[src/rtl/core/wct_pkg.sv]
`default_nettype none

package wct_pkg;

  // species code that is followed
  localparam logic [3:0] TRACKED_TYPE = 4'd1;

  // highest slot number the input field can carry, plus one
  localparam int SLOT_SPACE = 4096;

  // one stored sample: frame, position, velocity
  typedef struct packed {
    logic [15:0] frame;
    logic [31:0] px;
    logic [31:0] py;
    logic [31:0] pz;
    logic [31:0] vx;
    logic [31:0] vy;
    logic [31:0] vz;
  } sample_t;

  localparam int SAMPLE_W = $bits(sample_t);

  // per slot flags
  typedef struct packed {
    logic mid;
    logic col;
  } flags_t;

  localparam int FLAGS_W = $bits(flags_t);

  // finished collision handed to the output buffer
  typedef struct packed {
    logic [11:0] slot;
    sample_t     snap;
    sample_t     cur;
    logic [31:0] starts;
    logic [31:0] ends;
  } pair_t;

  // flag store sequencing after reset
  typedef enum logic {
    ST_CLEAR,
    ST_RUN
  } wct_state_t;

endpackage

`default_nettype wire

[src/rtl/core/wct_out_buf.sv]
`default_nettype none

module wct_out_buf (
  input  wire logic           clk,
  input  wire logic           rst_n,
  input  wire logic           load,
  input  wire wct_pkg::pair_t pair,
  output logic                busy,
  output logic                out_valid,
  input  wire logic           out_stall,
  output logic [11:0]         out_slot,
  output logic                out_record_kind,
  output logic [15:0]         out_frame,
  output logic signed [31:0]  out_x,
  output logic signed [31:0]  out_y,
  output logic signed [31:0]  out_z,
  output logic signed [31:0]  out_vx,
  output logic signed [31:0]  out_vy,
  output logic signed [31:0]  out_vz,
  output logic [31:0]         out_started_total,
  output logic [31:0]         out_ended_total,
  output logic                out_last
);

  import wct_pkg::*;

  pair_t   pair_r;
  logic    v_r, v_nxt;
  logic    phase_r, phase_nxt;
  sample_t sel;
  logic    xfer;

  assign xfer = v_r && !out_stall;

  // control: snapshot record first, then the outgoing sample
  always_comb begin
    v_nxt     = v_r;
    phase_nxt = phase_r;
    if (load) begin
      v_nxt     = 1'b1;
      phase_nxt = 1'b0;
    end else if (xfer) begin
      if (phase_r) begin
        v_nxt     = 1'b0;
        phase_nxt = 1'b0;
      end else begin
        phase_nxt = 1'b1;
      end
    end
  end

  always_ff @(posedge clk) begin
    if (!rst_n) begin
      v_r     <= 1'b0;
      phase_r <= 1'b0;
    end else begin
      v_r     <= v_nxt;
      phase_r <= phase_nxt;
    end
  end

  // payload
  always_ff @(posedge clk) begin
    if (load) begin
      pair_r <= pair;
    end
  end

  // record select
  assign sel = phase_r ? pair_r.cur : pair_r.snap;

  assign busy              = v_r;
  assign out_valid         = v_r;
  assign out_slot          = pair_r.slot;
  assign out_record_kind   = phase_r;
  assign out_frame         = sel.frame;
  assign out_x             = sel.px;
  assign out_y             = sel.py;
  assign out_z             = sel.pz;
  assign out_vx            = sel.vx;
  assign out_vy            = sel.vy;
  assign out_vz            = sel.vz;
  assign out_started_total = pair_r.starts;
  assign out_ended_total   = pair_r.ends;
  assign out_last          = phase_r;

  // a pair drains before the next one arrives
  a_no_overwrite: assert property (@(posedge clk) disable iff (!rst_n)
    load |-> !v_r)
    else $error("pair loaded into a busy output buffer");

  a_drain_after_last: assert property (@(posedge clk) disable iff (!rst_n)
    (xfer && phase_r) |=> !v_r)
    else $error("output buffer still valid after the last transfer");

  a_second_follows: assert property (@(posedge clk) disable iff (!rst_n)
    (xfer && !phase_r) |=> (v_r && phase_r))
    else $error("outgoing record missing after snapshot transfer");

endmodule

`default_nettype wire

[config.mk]
export PLATFORM = sky130hd
export DESIGN_NAME = wct_out_buf
export DESIGN_NICKNAME = d
export VERILOG_FILES = /design/src/rtl/core/wct_pkg.sv /design/src/rtl/core/wct_out_buf.sv
export SDC_FILE = /design/constraint.sdc
export NUM_CORES = 1
export LEC_CHECK = 0
export BUFFER_PORTS_ARGS = -buffer_cell sky130_fd_sc_hd__buf_4
export CAP_MARGIN = 20
export CELL_PAD_IN_SITES_DETAIL_PLACEMENT = 0
export CELL_PAD_IN_SITES_GLOBAL_PLACEMENT = 1
export CORE_AREA = 5 5 302 304
export CTS_BUF_LIST = sky130_fd_sc_hd__clkbuf_16
export DETAILED_ROUTE_END_ITERATION = 10
export DIE_AREA = 0 0 307 309
export PLACE_DENSITY = 0.55
export SLEW_MARGIN = 30
export SYNTH_ARGS = -nofsm -noshare
export SYNTH_HDL_FRONTEND = slang
export SYNTH_SLANG_ARGS = --single-unit
[constraint.sdc]
create_clock -name clk -period 1.35 [get_ports clk]
set_input_delay 0.135 -clock clk [delete_from_list [all_inputs] [get_ports clk]]
set_output_delay 0.135 -clock clk [all_outputs]
set_load 0.05 [all_outputs]
==> impl_metrics.ini, run 1 <==
[finish]
drive_above_1_share_pct = 52.7
multiInputGateArea_sq_um = 2870
areaGrowthSynthToFinish_pct = 87.9
fill_cells = 8050
nets = 2612
regArea_sq_um = 14800
finalInstanceArea_sq_um = 33800

[synthesis]
syn_area_sq_um = 18000
synthTopCellsByArea = edfxtp_1, mux2_2, buf_4
ys_types = 11
synth_fp_nets = 1305
netlist_instances = 809
yosys.area.top_type = edfxtp_1
ys_ff_latch = 494
avgSynthCellArea_sq_um = 22.3
synth_warnings = 0
synth-main-ff-cell = edfxtp_1
yosysSeqAreaShare_pct = 82.3
async_flop_share_pct = 0
synth_most_common_cell = edfxtp_1
synth_edf_count = 492
synth_top_area_share_pct = 82.1
ys_top_cells_by_count = edfxtp_1, mux2_2, buf_4

[global_route]
grt_max_degree = 60
antenna_found_initial = 3
grt_pass1_vias = 14200
overflow = 0
grt_pass1_wl_microns = 87700
grt_use_total_pct = 12.1

[sta]
finalCritPeriodShare_pct = 153
worst_pin_slew_ns = 0.392
finalClockSkew_ns = 0.000640
setup_viol = 214
max_freq_ghz = 0.484
hold_viol_final = 0
grt_setup_unrepaired = true
finalCriticalPeriod_ns = 2.06
drv_slew = 0
finalWorstSetupSlack_ns = -0.715
slew_headroom_pct = 73.8

[worst_setup_path]
crit_type = flop to primary output
crit_top_cell = buf_12
crit_start = out_last
cp-start-kind = flop
worst-path-buf-inv = 3
slowest_stage = dfxtp_4
path_delay_family = buffers and inverters
arrival_ns = 1.93
crit_fanout = 23
worstRegToRegCells = 5
cp_num_cells = 4
max_stage_delay_ns = 0.39
cp_cell_sequence = buf_12 -> buf_12 -> mux2_2 -> buf_4
crit_required_ns = 1.22
cp-end-kind = primary output
r2r_start = out_last

[detailed_routing]
route.vias.total = 12400
wirelength_microns = 61600
firstDrtPassIters = 6
drt_iter0_drc = 504
drtAntennaViolNets = 0
vias_per_cell = 3.73
drc = 0
wire_per_inst_microns = 18.5

[floorplanning]
die_h_microns = 309
die_w_microns = 307
start_util_pct = 20.5
core_area_sq_um = 88000
rows = 109
die_area_sq_um = 94900
io_pins = 784

[clocking]
clock_latency_ns = 0.58
cts_sinks = 494
numCtsBuffers = 55
cts-root-buf = clkbuf_16
clkTransAtPathRegs_ns = 0.06
htree_levels = 2
tritoncts = built
clockBufferDepth = 3

[flow_run]
maxCapViolations = 0

[place]
dp_slack_ns = -0.151
placed_cell_area_sq_um = 25400
io_buffers = 783
place_congestion = 0.832
dp_hpwl_microns = 44000

[power_and_ir_drop]
power-per-cell-area_nw_per_um2 = 1220
p_leak_uw = 0.0136
peakVddDrop_mv = 1.01

[status]
outcome = finished, violations left
violations = setup timing

[min_path]
min-delay-start = pair[23]
hold_class = input port to flop
hold_path_depth = 2
-- where the power goes --
part           switching (uW)  internal, uW  total (uW)
Clock                    6010          7890       13900
Combinational            4550          4220        8760
Sequential                421         18200       18700
-- per-stage QoR --
step,hold slack [ns],total power [uW],std cells,util [%],setup TNS (ns)
6_report,0.260,41300,3323,38.5,-133.26
5_1_grt,0.213,43000,3322,38.5,-154.35
4_1_cts,0.188,41700,3319,37.9,-155.30
3_5_place_dp,0.314,25600,2711,28.9,-13.96
3_3_place_gp,0.313,25500,2711,28.9,-13.57
2_1_floorplan,0.195,22600,809,-,-8.70
-- timing repair --
action | CTS | global route
setup buffers | 13 | 5
endpoints found under the hold margin | 501 | 0
endpoints found under the setup margin | 256 | 252
gates cloned | 5 | 0
hold buffers | 495 | 0
gates resized for setup | 282 | 133
-- state kept, by name, indices dropped and copies added (netlist names) --
signal             flops
busy                   1
out_ended_total       32
out_last               1
out_slot              12
out_started_total     32
pair_r               416
-- final timing paths --
check             slack, ns                   to
hold / removal         0.26  out_ended_total[23]
setup reg to reg       0.22                 busy
setup / recovery      -0.71            out_z[16]
hold reg to reg        0.67                 busy
-- per-layer routing --
layer	vias up	global-route usage, %	wire [microns]
met3	120	3.54	4690
met5	-	0	0
met2	513	23.0	33400
li1	5717	-	-
met1	6051	12.8	21500
met4	0	4.09	2030
-- cell usage in the layout (no fill, tap or decap), types with 4 or more instances in the layout --
master	Yosys	final
diode_2	0	4
mux2_2	208	79
dlygate4sd3_1	0	495
clkinv_1	0	13
clkbuf_16	0	55
edfxtp_1	492	492
buf_6	12	134
clkinv_2	0	7
buf_8	0	77
buf_12	0	41
buf_4	88	601
inv_1	0	13
mux2_4	0	129
-- cell families (layout without fill, tap and decap cells) --
kind of cell	count (synthesis)	after routing	share of synthesized area [%]
AO/OA/AOI/OAI	1	1	0.0278
XOR/XNOR	1	1	0.0487
buffers and inverters	101	1446	4.45
flip-flops	494	494	82.3
multiplexers	208	208	13.0
other	0	4	0
AND/OR/NAND/NOR	4	4	0.174
-- area by class of cell --
cell class / instances / area share [%]
flip-flops and latches: 494 / 43.8
repair buffers: 1351 / 38.5
multi-input cells: 214 / 8.49
well taps: 1165 / 4.31
clock buffers: 55 / 4.07
clock inverters: 40 / 0.769
diodes: 4 / 0.0296
No activity file was read; power rests on OpenSTA's default activity.
==> inputs of run 2 (changes only) <==
--- a/config.mk
+++ b/config.mk
@@ -14,6 +14,7 @@
 export DETAILED_ROUTE_END_ITERATION = 10
 export DIE_AREA = 0 0 307 309
 export PLACE_DENSITY = 0.55
+export SETUP_SLACK_MARGIN = 0.4
 export SLEW_MARGIN = 30
 export SYNTH_ARGS = -nofsm -noshare
 export SYNTH_HDL_FRONTEND = slang
==> impl_metrics.ini, run 2 (synthesis gave the netlist of run 1 again) <==
[status]
outcome = finished, violations left
violations = setup timing

[worst_setup_path]
cp-end-kind = primary output
crit_fanout = 18
crit_top_cell = buf_4
crit_type = flop to primary output
r2r_start = out_last
cp-endpoint = out_y[25]
crit_required_ns = 1.22
worstRegToRegCells = 5
slowest_stage = dfxtp_4
arrival_ns = 1.94
crit_start = out_last
cp-start-kind = flop
regToRegSetupSlack_ns = 0.25
max_stage_delay_ns = 0.38
r2r_end = busy
cp_cell_sequence = buf_12 -> buf_4 -> mux2_2 -> buf_4

[finish]
areaGrowthSynthToFinish_pct = 82.9
final_common_cell = buf_4
top_register = pair_r
finalCoreUtilization_pct = 37.4
mostFrequentLayoutCells = buf_4, dlygate4sd3_1, edfxtp_1
fill_cells = 8160
finalInstanceArea_sq_um = 32900
drive_above_1_share_pct = 52.5
largest_reg_flops = 416
nets = 2603

[clocking]
clock_latency_ns = 0.59
numCtsBuffers = 58
tritoncts = built
cts_hold_buf = 497
cts_sinks = 494
clkTransAtPathRegs_ns = 0.06
cts-root-buf = clkbuf_16
clockBufferDepth = 3
htree_levels = 2

[sta]
max_freq_ghz = 0.482
finalClockSkew_ns = 0.00964
hold_viol_final = 0
grt_setup_unrepaired = true
slew_headroom_pct = 48.9
finalCriticalPeriod_ns = 2.08
finalWorstSetupSlack_ns = -0.727
drv_slew = 0
fin_tns_setup_ns = -138.83
finalCritPeriodShare_pct = 154
setup_viol = 210
worst_pin_slew_ns = 0.767

[global_route]
overflow = 0
grt_use_total_pct = 11.9
grt_pass1_vias = 13900
grt_pass1_wl_microns = 86100
antenna_found_initial = 7
grt_max_degree = 42

[detailed_routing]
wirelength_microns = 60600
vias_per_cell = 3.69
route.vias.total = 12300
firstDrtPassIters = 6
wire_per_inst_microns = 18.2
drc = 0
drtAntennaViolNets = 0
drt_iter0_drc = 414

[floorplanning]
start_util_pct = 20.5
die_h_microns = 309
io_pins = 784
die_w_microns = 307
rows = 109
core_area_sq_um = 88000
die_area_sq_um = 94900

[place]
dp_slack_ns = -0.144
dp_hpwl_microns = 44400
placed_cell_area_sq_um = 25500
io_buffers = 783
place_congestion = 0.801

[min_path]
hold_class = input port to flop

[power_and_ir_drop]
p_leak_uw = 0.0132
power-per-cell-area_nw_per_um2 = 1260
peakVddDrop_mv = 0.875

[flow_run]
maxCapViolations = 0
==> run 2: cell count changes in the layout (fill, tap and decap cells not counted), moves of 3 or more <==
cell	delta
buf_12	-20
buf_4	+68
buf_6	+13
buf_8	-73
clkbuf_16	+4
clkinv_2	+4
dlymetal6s4s_1	+3
inv_1	+4
mux2_2	+51
mux2_4	-51
==> run 2: critical path: cells and delay by family, from the launching register on <==
family                 cells  cell delay (ns)
flip-flops                 1             0.38
multiplexers               1             0.35
buffers and inverters      3             0.57
==> run 2: routing by layer <==
metal / vias up / track usage (%) / wire length (microns)
met5: - / 0 / 13
met4: 2 / 3.73 / 1660
met3: 101 / 3.78 / 4680
met2: 488 / 22.7 / 33100
met1: 5975 / 12.5 / 21100
li1: 5697 / - / -
==> run 2: through the flow <==
stage	hold slack [ns]	total power [uW]	std cells
6_report	0.0235	41400	3324
5_1_grt	-0.0171	43100	3322
4_1_cts	-0.0303	41900	3319
3_5_place_dp	0.314	25600	2714
3_3_place_gp	0.313	25500	2714
2_1_floorplan	0.195	22600	809
==> run 2: report_power, final <==
group | internal [uW] | leakage (uW) | total (uW) | switching (uW)
Combinational | 3790 | 0.00746 | 8220 | 4440
Clock | 8440 | 0.000939 | 14500 | 6100
Sequential | 18200 | 0.00483 | 18600 | 406
==> run 2: cell type report <==
cell class              instances  area, sq um  share of cell area (%)
clock buffers                  59         1480                    4.49
flip-flops and latches        494        14800                    45.0
clock inverters                49          304                   0.924
repair buffers               1339        12200                    37.0
diodes                          4         10.0                  0.0304
multi-input cells             214         2680                    8.14
well taps                    1165         1460                    4.43
==> run 2: timing repair <==
item,4_1_cts,5_1_grt
buffers inserted,0,1
resized for setup,75,109
endpoints found under the hold margin,517,15
setup endpoints to repair,290,309
==> run 2: how the worst min path moves through the flow <==
stage / cells after the start / from / slack (ns) / to
after floorplan: 1 / load / 0.20 / out_last
after global placement: 1 / pair[67] / 0.31 / pair_r[67]
after detailed placement: 1 / pair[326] / 0.31 / pair_r[326]
after CTS: 2 / load / -0.03 / pair_r[100]
after global routing: 2 / load / -0.02 / pair_r[469]
final: 2 / load / 0.02 / pair_r[100]
