**src/rtl/core/wct_ram.sv**
```systemverilog
`default_nettype none

module wct_ram #(
  parameter int W = 8,
  parameter int D = 16
) (
  input  wire logic                 clk,
  input  wire logic                 we,
  input  wire logic [$clog2(D)-1:0] waddr,
  input  wire logic [W-1:0]         wdata,
  input  wire logic                 re,
  input  wire logic [$clog2(D)-1:0] raddr,
  output logic      [W-1:0]         rdata
);

  logic [W-1:0] mem [D];

  // write port
  always_ff @(posedge clk) begin
    if (we) begin
      mem[waddr] <= wdata;
    end
  end

  // registered read port, returns old data on a same-address write
  always_ff @(posedge clk) begin
    if (re) begin
      rdata <= mem[raddr];
    end
  end

endmodule

`default_nettype wire

```
**config.mk**
```make
export PLATFORM = sky130hd
export DESIGN_NAME = wct_ram
export DESIGN_NICKNAME = d
export VERILOG_FILES = /design/src/rtl/core/wct_ram.sv
export SDC_FILE = /design/constraint.sdc
export NUM_CORES = 1
export LEC_CHECK = 0
export BUFFER_PORTS_ARGS = -buffer_cell sky130_fd_sc_hd__buf_2
export CAP_MARGIN = 20
export CELL_PAD_IN_SITES_DETAIL_PLACEMENT = 0
export CELL_PAD_IN_SITES_GLOBAL_PLACEMENT = 1
export CORE_MARGIN = 2
export CORE_UTILIZATION = 55
export CTS_CLUSTER_SIZE = 25
export DETAILED_ROUTE_END_ITERATION = 10
export PLACE_DENSITY = 0.78
export SYNTH_ARGS = -nofsm -noshare
export SYNTH_HDL_FRONTEND = slang
export SYNTH_SLANG_ARGS = --single-unit
```
**constraint.sdc**
```tcl
create_clock -name clk -period 2.8 [get_ports clk]
set_input_delay 0.14 -clock clk [delete_from_list [all_inputs] [get_ports clk]]
set_output_delay 0.14 -clock clk [all_outputs]
set_load 0.02 [all_outputs]
```
==> results of run 1 <==
-- area by class of cell --
type                            instances  area share, %
Clock buffer                           19           6.90
Clock inverter                         13           3.30
Multi-Input combinational cell         83           17.3
Sequential cell                       136           66.8
Tap cell                              129           2.64
Timing Repair Buffer                   33           3.03
-- through the flow --
step,hold WS (ns),std cells
after floorplan,0.239,229
after global placement,0.522,380
after detailed placement,0.514,380
after CTS,0.00153,413
after global routing,0.00489,413
final,0.0134,413
-- critical path, delay by kind of cell --
kind                   cells  cell delay, ns
AO/OA/AOI/OAI              1            0.19
buffers and inverters      2            0.86
multiplexers               1            0.57
AND/OR/NAND/NOR            1            0.07
-- what timing repair did --
action	in CTS	in global routing
hold buffers	1	0
endpoints found under the setup margin	0	0
setup buffers	0	0
hold endpoints to repair	8	0
-- power by group through the flow --
stage	logic (mW)	registers, mW	clock network, mW
2_1_floorplan	0.116	2.36	0
3_5_place_dp	0.207	2.35	0
3_3_place_gp	0.204	2.35	0
5_1_grt	0.224	2.31	2.45
4_1_cts	0.211	2.31	2.35
6_report	0.207	2.31	2.33
-- worst min path at each step --
stage              from              endpoint  cells past startpoint
2_1_floorplan  wdata[0]   mem[0][0]$_DFFE_PP_                      0
3_3_place_gp         re    rdata[1]$_DFFE_PP_                      1
3_5_place_dp         re    rdata[1]$_DFFE_PP_                      1
4_1_cts        wdata[6]  mem[10][6]$_DFFE_PP_                      1
5_1_grt        wdata[6]  mem[10][6]$_DFFE_PP_                      1
6_report       wdata[6]  mem[10][6]$_DFFE_PP_                      1
-- per-layer routing --
layer  vias to the layer above  routed length, um
met1                      1239               4190
met4                         0                101
met5                         -                  0
met2                        70               4660
li1                       1065                  -
met3                        11                420
-- state kept, by name, summed over array words and instances (netlist names) --
| signal | count |
|---|---|
| mem | 128 |
| rdata | 8 |
-- cell usage after synthesis --
master,instances
nor2b_1,1
or3b_2,1
nand3_1,1
a22oi_1,16
nor3_1,4
edfxtp_1,136
buf_4,1
buf_6,3
mux4_1,14
nor2_1,13
nand3b_1,2
mux4_2,18
nand2b_1,2
buf_2,3
and2b_1,1
clkdlybuf4s25_2,3
nand2_1,9
and2_1,1
-- kinds of logic (layout without fill, tap and decap cells) --
logic type / Yosys count / after routing / synth area share (%)
DFF: 136 / 136 / 78.1
buffers and inverters: 10 / 65 / 1.65
AOI/OAI and AO/OA: 16 / 16 / 2.30
muxes: 32 / 32 / 14.8
and+or+nand+nor: 35 / 35 / 3.14
==> flow_metrics.env, run 1 <==
export IMPL_report_final_setup_viol=0
export IMPL_use_met3_pct=4.97
export IMPL_drtIter0Drc=165
export IMPL_power_density_nw_per_um2=793
export IMPL_multiInputGateArea_um2=1060
export IMPL_synth_top_area_share_pct=78.1
export IMPL_fin_area_um2=6110
export IMPL_final_common_cell="edfxtp_1"
export IMPL_max_slew_margin_pct=38.0
export IMPL_top_usage_layer="met2"
export IMPL_dpl_worst_slack_ns=0.656
export IMPL_via_per_inst=5.77
export IMPL_layout_common_cells="136 x edfxtp_1, 26 x buf_2, 18 x mux4_2, 16 x a22oi_1, 16 x clkbuf_16"
export IMPL_grt_overflow_total=0
export IMPL_wl_per_cell_um=22.7
export IMPL_postPlaceCellArea_um2=5480
export IMPL_port_buffers=26
export IMPL_antenna_found_initial=0
export IMPL_fin_util_pct=66.1
export IMPL_seqPwrFrac_pct=47.6
export IMPL_power_mw=4.84
export IMPL_fin_crit_sh_pct=56.4
export IMPL_synthCells=229
export IMPL_cts_sinks=136
export IMPL_worst_pin_slew_ns=0.926
export IMPL_chipHeight_um=101
export IMPL_grt_pass1_wl_mm=14.1
export IMPL_syn_area_um2=5230
export IMPL_hpwlAfterDp_mm=5.60
export IMPL_hold_class="in2reg"
export IMPL_power_internal_mw=3.91
export IMPL_r2r_start="mem[1][2]$_DFFE_PP_"
export IMPL_cpPeakStageDelay_ns=0.57
export IMPL_dr_pass1_iters=4
export IMPL_rsz0062_at_grt="false"
export IMPL_use_met2_pct=31.6
export IMPL_start_kind="primary input"
export IMPL_synth_fp_nets=248
export IMPL_rrSetupSlack_ns=1.26
export IMPL_power_frac_comb_pct=4.3
export IMPL_cp_required_ns=3.05
export IMPL_crit_path_start="raddr[0]"
export IMPL_grt_pass1_vias=2433
export IMPL_swShare_pct=19.3
export IMPL_finalHoldViolCount=0
export IMPL_grt_max_degree=33
export IMPL_setup_tns_ns=0
export IMPL_cp_arrival_ns=1.83
export IMPL_use_met1_pct=28.6
export IMPL_syn2layout_area_growth_pct=16.9
export IMPL_final_antenna_net_count=0
export IMPL_ys_warnings_count=0
export IMPL_htreeDepth=4
export IMPL_critical_path_slowest_cell="mux4_1"
export IMPL_finalWorstSetupSlack_ns=1.22
export IMPL_dieArea_um2=10300
export IMPL_avgSynthCellArea_um2=22.8
export IMPL_drc_errors=0
export IMPL_path_class="in2reg"
export IMPL_cp_max_fo=23
export IMPL_maxCapViolations=0
export IMPL_p_sw_uw=935
export IMPL_yosysTopAreaCell="edfxtp_1"
export IMPL_synth_distinct_cells=18
export IMPL_p_leak_nw=2.05
export IMPL_skew_ns=0.00790
export IMPL_fp_dieW_um=101
export IMPL_diodes=0
export IMPL_status="complete, no violations"
export IMPL_cts_made_buffers=17
export IMPL_worstSetupEndpoint="rdata[4]$_DFFE_PP_"
export IMPL_regArea_um2=4080
export IMPL_ios=27
export IMPL_cts_root_buf="clkbuf_8"
export IMPL_insertion_delay_ns=0.51
export IMPL_ff2ff_path_depth=3
export IMPL_cts_resized=0
export IMPL_r2r_end="rdata[2]$_DFFE_PP_"
export IMPL_drive_gt1_share_pct=27.8
export IMPL_end_kind="flop"
export IMPL_final_min_clock_period_ns=1.58
export IMPL_nNetsFinal=290
export IMPL_start_util_pct=56.6
export IMPL_ir_drop_mv=0.641
export IMPL_ys_seq_area_share_pct=78.1
export IMPL_num_vias=2385
export IMPL_cts_buffer_depth=2
export IMPL_row_count=35
export IMPL_synth_area_leaders="edfxtp_1 78%, mux4_2 7.8%, mux4_1 7.0%, a22oi_1 2.3%, nor2_1 0.93%"
export IMPL_track_usage_pct=20.1
export IMPL_ys_ff_latch=136
export IMPL_cts_tree="built"
export IMPL_crit_chain="buf_2 > buf_4 > mux4_1 > a22oi_1 > nand2_1"
export IMPL_globalplace_congestion=0.764
export IMPL_core_area_um2=9240
export IMPL_slew_viol_final=0
export IMPL_fmax_ghz=0.633
export IMPL_wl_mm=9.38
export IMPL_clk_pin_slew_ns=0.06
export IMPL_fillers=595
export IMPL_power_frac_clock_pct=48.1
Power figures use the tool's default switching activity.
==> inputs of run 2 (changes only) <==
CORE_UTILIZATION = 53   (was 55)
PLACE_DENSITY = 0.76   (was 0.78)
clock period = 1.6 ns   (was 2.8 ns; I/O delays follow)
==> run 2 against run 1 <==
Die area rose by 3.6%. Global-route usage rose by 0.31 points. Cell count rose by 7.7%. Clock power rose by 80%. Combinational power rose by 100%. Total power rose by 78%. Setup slack got worse by 1.1 ns. Clock skew fell by 0.00064 ns. Via count rose by 4.2%. Critical path type is now reg2reg. Highest routed layer unchanged.
==> flow_metrics.env, run 2 (synthesized netlist as in run 1, its figures left out) <==
export IMPL_status="complete, no violations"
export IMPL_clk_pin_slew_ns=0.06
export IMPL_ir_drop_mv=0.713
export IMPL_cp_required_ns=1.86
export IMPL_track_usage_pct=20.4
export IMPL_hpwlAfterDp_mm=6.18
export IMPL_via_per_inst=5.59
export IMPL_power_internal_mw=7.03
export IMPL_insertion_delay_ns=0.51
export IMPL_fmax_ghz=0.685
export IMPL_grt_pass1_wl_mm=14.8
export IMPL_grt_overflow_total=0
export IMPL_grt_pass1_vias=2566
export IMPL_largest_register_ffs=128
export IMPL_nNetsFinal=318
export IMPL_final_antenna_net_count=0
export IMPL_report_final_setup_viol=0
export IMPL_wl_per_cell_um=21.7
export IMPL_place_inst=404
export IMPL_drive_gt1_share_pct=31.7
export IMPL_final_cells=445
export IMPL_cp_max_fo=1
export IMPL_power_frac_clock_pct=48.5
export IMPL_ios=27
export IMPL_htreeDepth=4
export IMPL_worst_pin_slew_ns=0.397
export IMPL_fin_util_pct=66.2
export IMPL_end_kind="flop"
export IMPL_dieArea_um2=10700
export IMPL_core_area_um2=9680
export IMPL_power_density_nw_per_um2=1350
export IMPL_seqPwrFrac_pct=46.7
export IMPL_syn2layout_area_growth_pct=22.6
export IMPL_row_count=36
export IMPL_cts_sinks=136
export IMPL_port_buffers=26
export IMPL_ff2ff_path_depth=3
export IMPL_hold_class="in2reg"
export IMPL_start_util_pct=54.0
export IMPL_cts_made_buffers=17
export IMPL_wl_mm=9.68
export IMPL_p_leak_nw=2.20
export IMPL_final_common_cell="edfxtp_1"
export IMPL_hold_slack_ns=0.149
export IMPL_antenna_found_initial=0
export IMPL_use_met1_pct=27.7
export IMPL_dr_pass1_iters=4
export IMPL_layout_common_cells="136 x edfxtp_1, 26 x buf_2, 23 x buf_4, 18 x mux4_2"
export IMPL_cts_tree="built"
export IMPL_largestRegisters="mem: 128 flops, rdata: 8 flops"
export IMPL_path_class="reg2reg"
export IMPL_hold_path_cell_count=3
export IMPL_use_met2_pct=32.8
export IMPL_swShare_pct=18.7
export IMPL_slew_viol_final=0
export IMPL_final_min_clock_period_ns=1.46
export IMPL_maxCapViolations=0
export IMPL_top_usage_layer="met2"
export IMPL_top_register="mem"
export IMPL_power_frac_comb_pct=4.8
export IMPL_globalplace_congestion=0.745
export IMPL_use_met3_pct=5.17
export IMPL_num_vias=2486
export IMPL_grt_max_degree=18
export IMPL_cts_resized=0
export IMPL_cts_setup_buffers=0
export IMPL_rsz0062_at_grt="false"
export IMPL_start_kind="flop"
export IMPL_chipHeight_um=103
export IMPL_diodes=0
export IMPL_fp_dieW_um=103
export IMPL_cp_arrival_ns=1.72
export IMPL_max_slew_margin_pct=73.5
export IMPL_drtIter0Drc=186
export IMPL_cts_buffer_depth=2
export IMPL_cts_root_buf="clkbuf_8"
export IMPL_p_sw_mw=1.61
export IMPL_finalHoldViolCount=0
export IMPL_hold_buffers=9
export IMPL_skew_ns=0.00725
export IMPL_fin_crit_sh_pct=91.2
export IMPL_drc_errors=0
## run 2: critical path: stages (launching register included)
cell and delay (ns):
edfxtp_1 0.35, mux4_1 0.55, a22oi_1 0.23, nand2_1 0.08
## run 2: metrics by stage
step                instance area [um2]  power, mW  TNS, ns  setup WS (ns)
finish                             6410       8.64        0          0.141
floorplan                          5230       4.33        0         0.0271
detailed placement                 5670       4.51  -0.0667        -0.0299
global route                       6410       8.89        0         0.0421
global placement                   5670       4.49  -0.0650        -0.0315
CTS                                6410       8.70        0          0.131
## run 2: metal layers
| metal | vias up | wire [um] |
|---|---|---|
| met5 | - | 0 |
| met4 | 0 | 125 |
| met3 | 11 | 308 |
| met2 | 58 | 4860 |
| met1 | 1296 | 4380 |
| li1 | 1121 | - |
## run 2: cell type report
class | instances | area, um2
Timing Repair Buffer | 61 | 453
Clock buffer | 18 | 418
Multi-Input combinational cell | 83 | 1060
Fill cell | 623 | 3280
Sequential cell | 136 | 4080
Tap cell | 133 | 166
Clock inverter | 14 | 229
## run 2: worst paths after layout
check                                           from                   to  slack, ns
worst min register to register  mem[12][5]$_DFFE_PP_   rdata[5]$_DFFE_PP_       0.75
worst max-delay path             mem[5][3]$_DFFE_PP_   rdata[3]$_DFFE_PP_       0.14
worst max register to register   mem[5][3]$_DFFE_PP_   rdata[3]$_DFFE_PP_       0.14
worst min-delay path                        waddr[0]  mem[4][4]$_DFFE_PP_       0.15
## run 2: power by group through the flow
stage | logic (mW) | registers, mW | clock network, mW
CTS | 0.418 | 4.04 | 4.24
global placement | 0.390 | 4.10 | 0
finish | 0.414 | 4.03 | 4.19
floorplan | 0.203 | 4.13 | 0
detailed placement | 0.399 | 4.11 | 0
global route | 0.452 | 4.04 | 4.40
==> inputs of run 3 (changes only) <==
CORE_MARGIN = unset   (was 2)
==> run 3 against run 2 <==
Via count about the same. Register-to-register slack got worse by 0.09 ns. Non-clock buffer count decreased by 1. Cell area decreased by 0.66%. Critical endpoint is now rdata[5]$_DFFE_PP_. Highest routed layer unchanged. Critical path depth unchanged. Clock skew increased by 0.0013 ns. Combinational power about the same. Flip-flop and latch count unchanged. Clock power decreased by 5.3%. Sequential share of layout area increased by 0.43 points. Count of clock-buffer cells in the layout decreased by 1.
==> flow_metrics.env, run 3 (synthesized netlist as in run 1, its figures left out) <==
export IMPL_status="complete, no violations"
export IMPL_crit_chain="mux4_1 > a22oi_1 > nand2_1"
export IMPL_port_buffers=26
export IMPL_cp_arrival_ns=1.80
export IMPL_fmax_ghz=0.646
export IMPL_grt_overflow_total=0
export IMPL_hold_slack_ns=0.128
export IMPL_worst_pin_slew_ns=0.399
export IMPL_hold_class="in2reg"
export IMPL_grt_pass1_wl_mm=14.9
export IMPL_critical_path_slowest_cell="mux4_1"
export IMPL_slew_viol_final=0
export IMPL_hold_buffers=9
export IMPL_end_kind="flop"
export IMPL_ir_drop_mv=0.670
export IMPL_wl_mm=9.89
export IMPL_cp_required_ns=1.85
export IMPL_top_register="mem"
export IMPL_skew_ns=0.00856
export IMPL_p_leak_nw=2.18
export IMPL_maxCapViolations=0
export IMPL_via_per_inst=5.65
export IMPL_cts_tree="built"
export IMPL_fin_util_pct=67.6
export IMPL_track_usage_pct=21.6
export IMPL_ios=27
export IMPL_grt_max_degree=20
export IMPL_layout_common_cells="136 x edfxtp_1, 26 x buf_2, 22 x buf_4, 18 x mux4_2"
export IMPL_chipHeight_um=101
export IMPL_start_kind="flop"
export IMPL_cp_max_fo=1
export IMPL_drtIter0Drc=170
export IMPL_path_class="reg2reg"
export IMPL_grt_pass1_vias=2651
export IMPL_fillers=596
export IMPL_cts_root_buf="clkbuf_8"
export IMPL_report_final_setup_viol=0
export IMPL_antenna_found_initial=0
export IMPL_largestRegisters="mem: 128 flops, rdata: 8 flops"
export IMPL_start_util_pct=55.5
export IMPL_cpPeakStageDelay_ns=0.55
export IMPL_syn2layout_area_growth_pct=21.8
export IMPL_num_vias=2488
export IMPL_globalplace_congestion=0.737
export IMPL_dieArea_um2=10300
export IMPL_clk_pin_slew_ns=0.06
export IMPL_insertion_delay_ns=0.51
export IMPL_power_density_nw_per_um2=1320
export IMPL_fp_dieW_um=101
export IMPL_cts_made_buffers=17
export IMPL_largest_register_ffs=128
export IMPL_dr_pass1_iters=5
export IMPL_cts_resized=0
export IMPL_max_slew_margin_pct=73.4
export IMPL_cts_setup_buffers=0
export IMPL_wl_per_cell_um=22.5
export IMPL_fin_crit_sh_pct=96.7
export IMPL_rsz0062_at_grt="false"
export IMPL_row_count=35
export IMPL_drive_gt1_share_pct=32.5
export IMPL_drc_errors=0
export IMPL_cts_buffer_depth=2
export IMPL_final_antenna_net_count=0
export IMPL_final_min_clock_period_ns=1.55
export IMPL_nNetsFinal=317
export IMPL_finalHoldViolCount=0
export IMPL_cts_sinks=136
export IMPL_final_common_cell="edfxtp_1"
export IMPL_hpwlAfterDp_mm=6.08
export IMPL_core_area_um2=9420
export IMPL_diodes=0
export IMPL_htreeDepth=4
==> run 3: metal layers <==
metal,GRT usage (%),part of all wire (%)
met4,9.25,1.4
met1,28.3,41
met3,5.94,6.6
met5,0,0
met2,34.6,51
==> run 3: layout make-up <==
cell class	count	area [um2]	area share [%]
sequential	136	4080	64.2
tap	129	161	2.54
timing repair buffer	60	445	7.00
multi-input combinational	83	1060	16.6
clock inverter	15	203	3.18
clock buffer	17	414	6.51
==> run 3: worst paths after layout <==
path,startpoint,to,slack (ns),cells after the start
min reg2reg,mem[7][3]$_DFFE_PP_,rdata[3]$_DFFE_PP_,0.74,3
max reg2reg,mem[1][5]$_DFFE_PP_,rdata[5]$_DFFE_PP_,0.05,3
min,waddr[0],mem[12][5]$_DFFE_PP_,0.13,3
max,mem[1][5]$_DFFE_PP_,rdata[5]$_DFFE_PP_,0.05,3
==> run 3: critical path: cells and delay by family (launching register included) <==
| family | cells | cell delay, ns |
|---|---|---|
| multiplexers | 1 | 0.55 |
| flip-flops | 1 | 0.37 |
| AO/OA/AOI/OAI | 1 | 0.28 |
| AND/OR/NAND/NOR | 1 | 0.09 |
==> run 3: power by group <==
| part | switching [mW] | internal [mW] | total (mW) |
|---|---|---|---|
| registers | 0.0225 | 4.01 | 4.04 |
| logic | 0.228 | 0.184 | 0.412 |
| clock network | 1.44 | 2.53 | 3.97 |
==> run 3: per-stage QoR <==
step,total power [mW],std cells,setup TNS (ns),cell area (um2),setup WS [ns]
global placement,4.50,399,-0.133,5660,-0.0560
CTS,8.47,440,0,6360,0.0426
global route,8.63,440,0,6360,0.0117
finish,8.42,440,0,6360,0.0529
floorplan,4.33,229,0,5230,0.0271
detailed placement,4.51,399,-0.186,5660,-0.0724
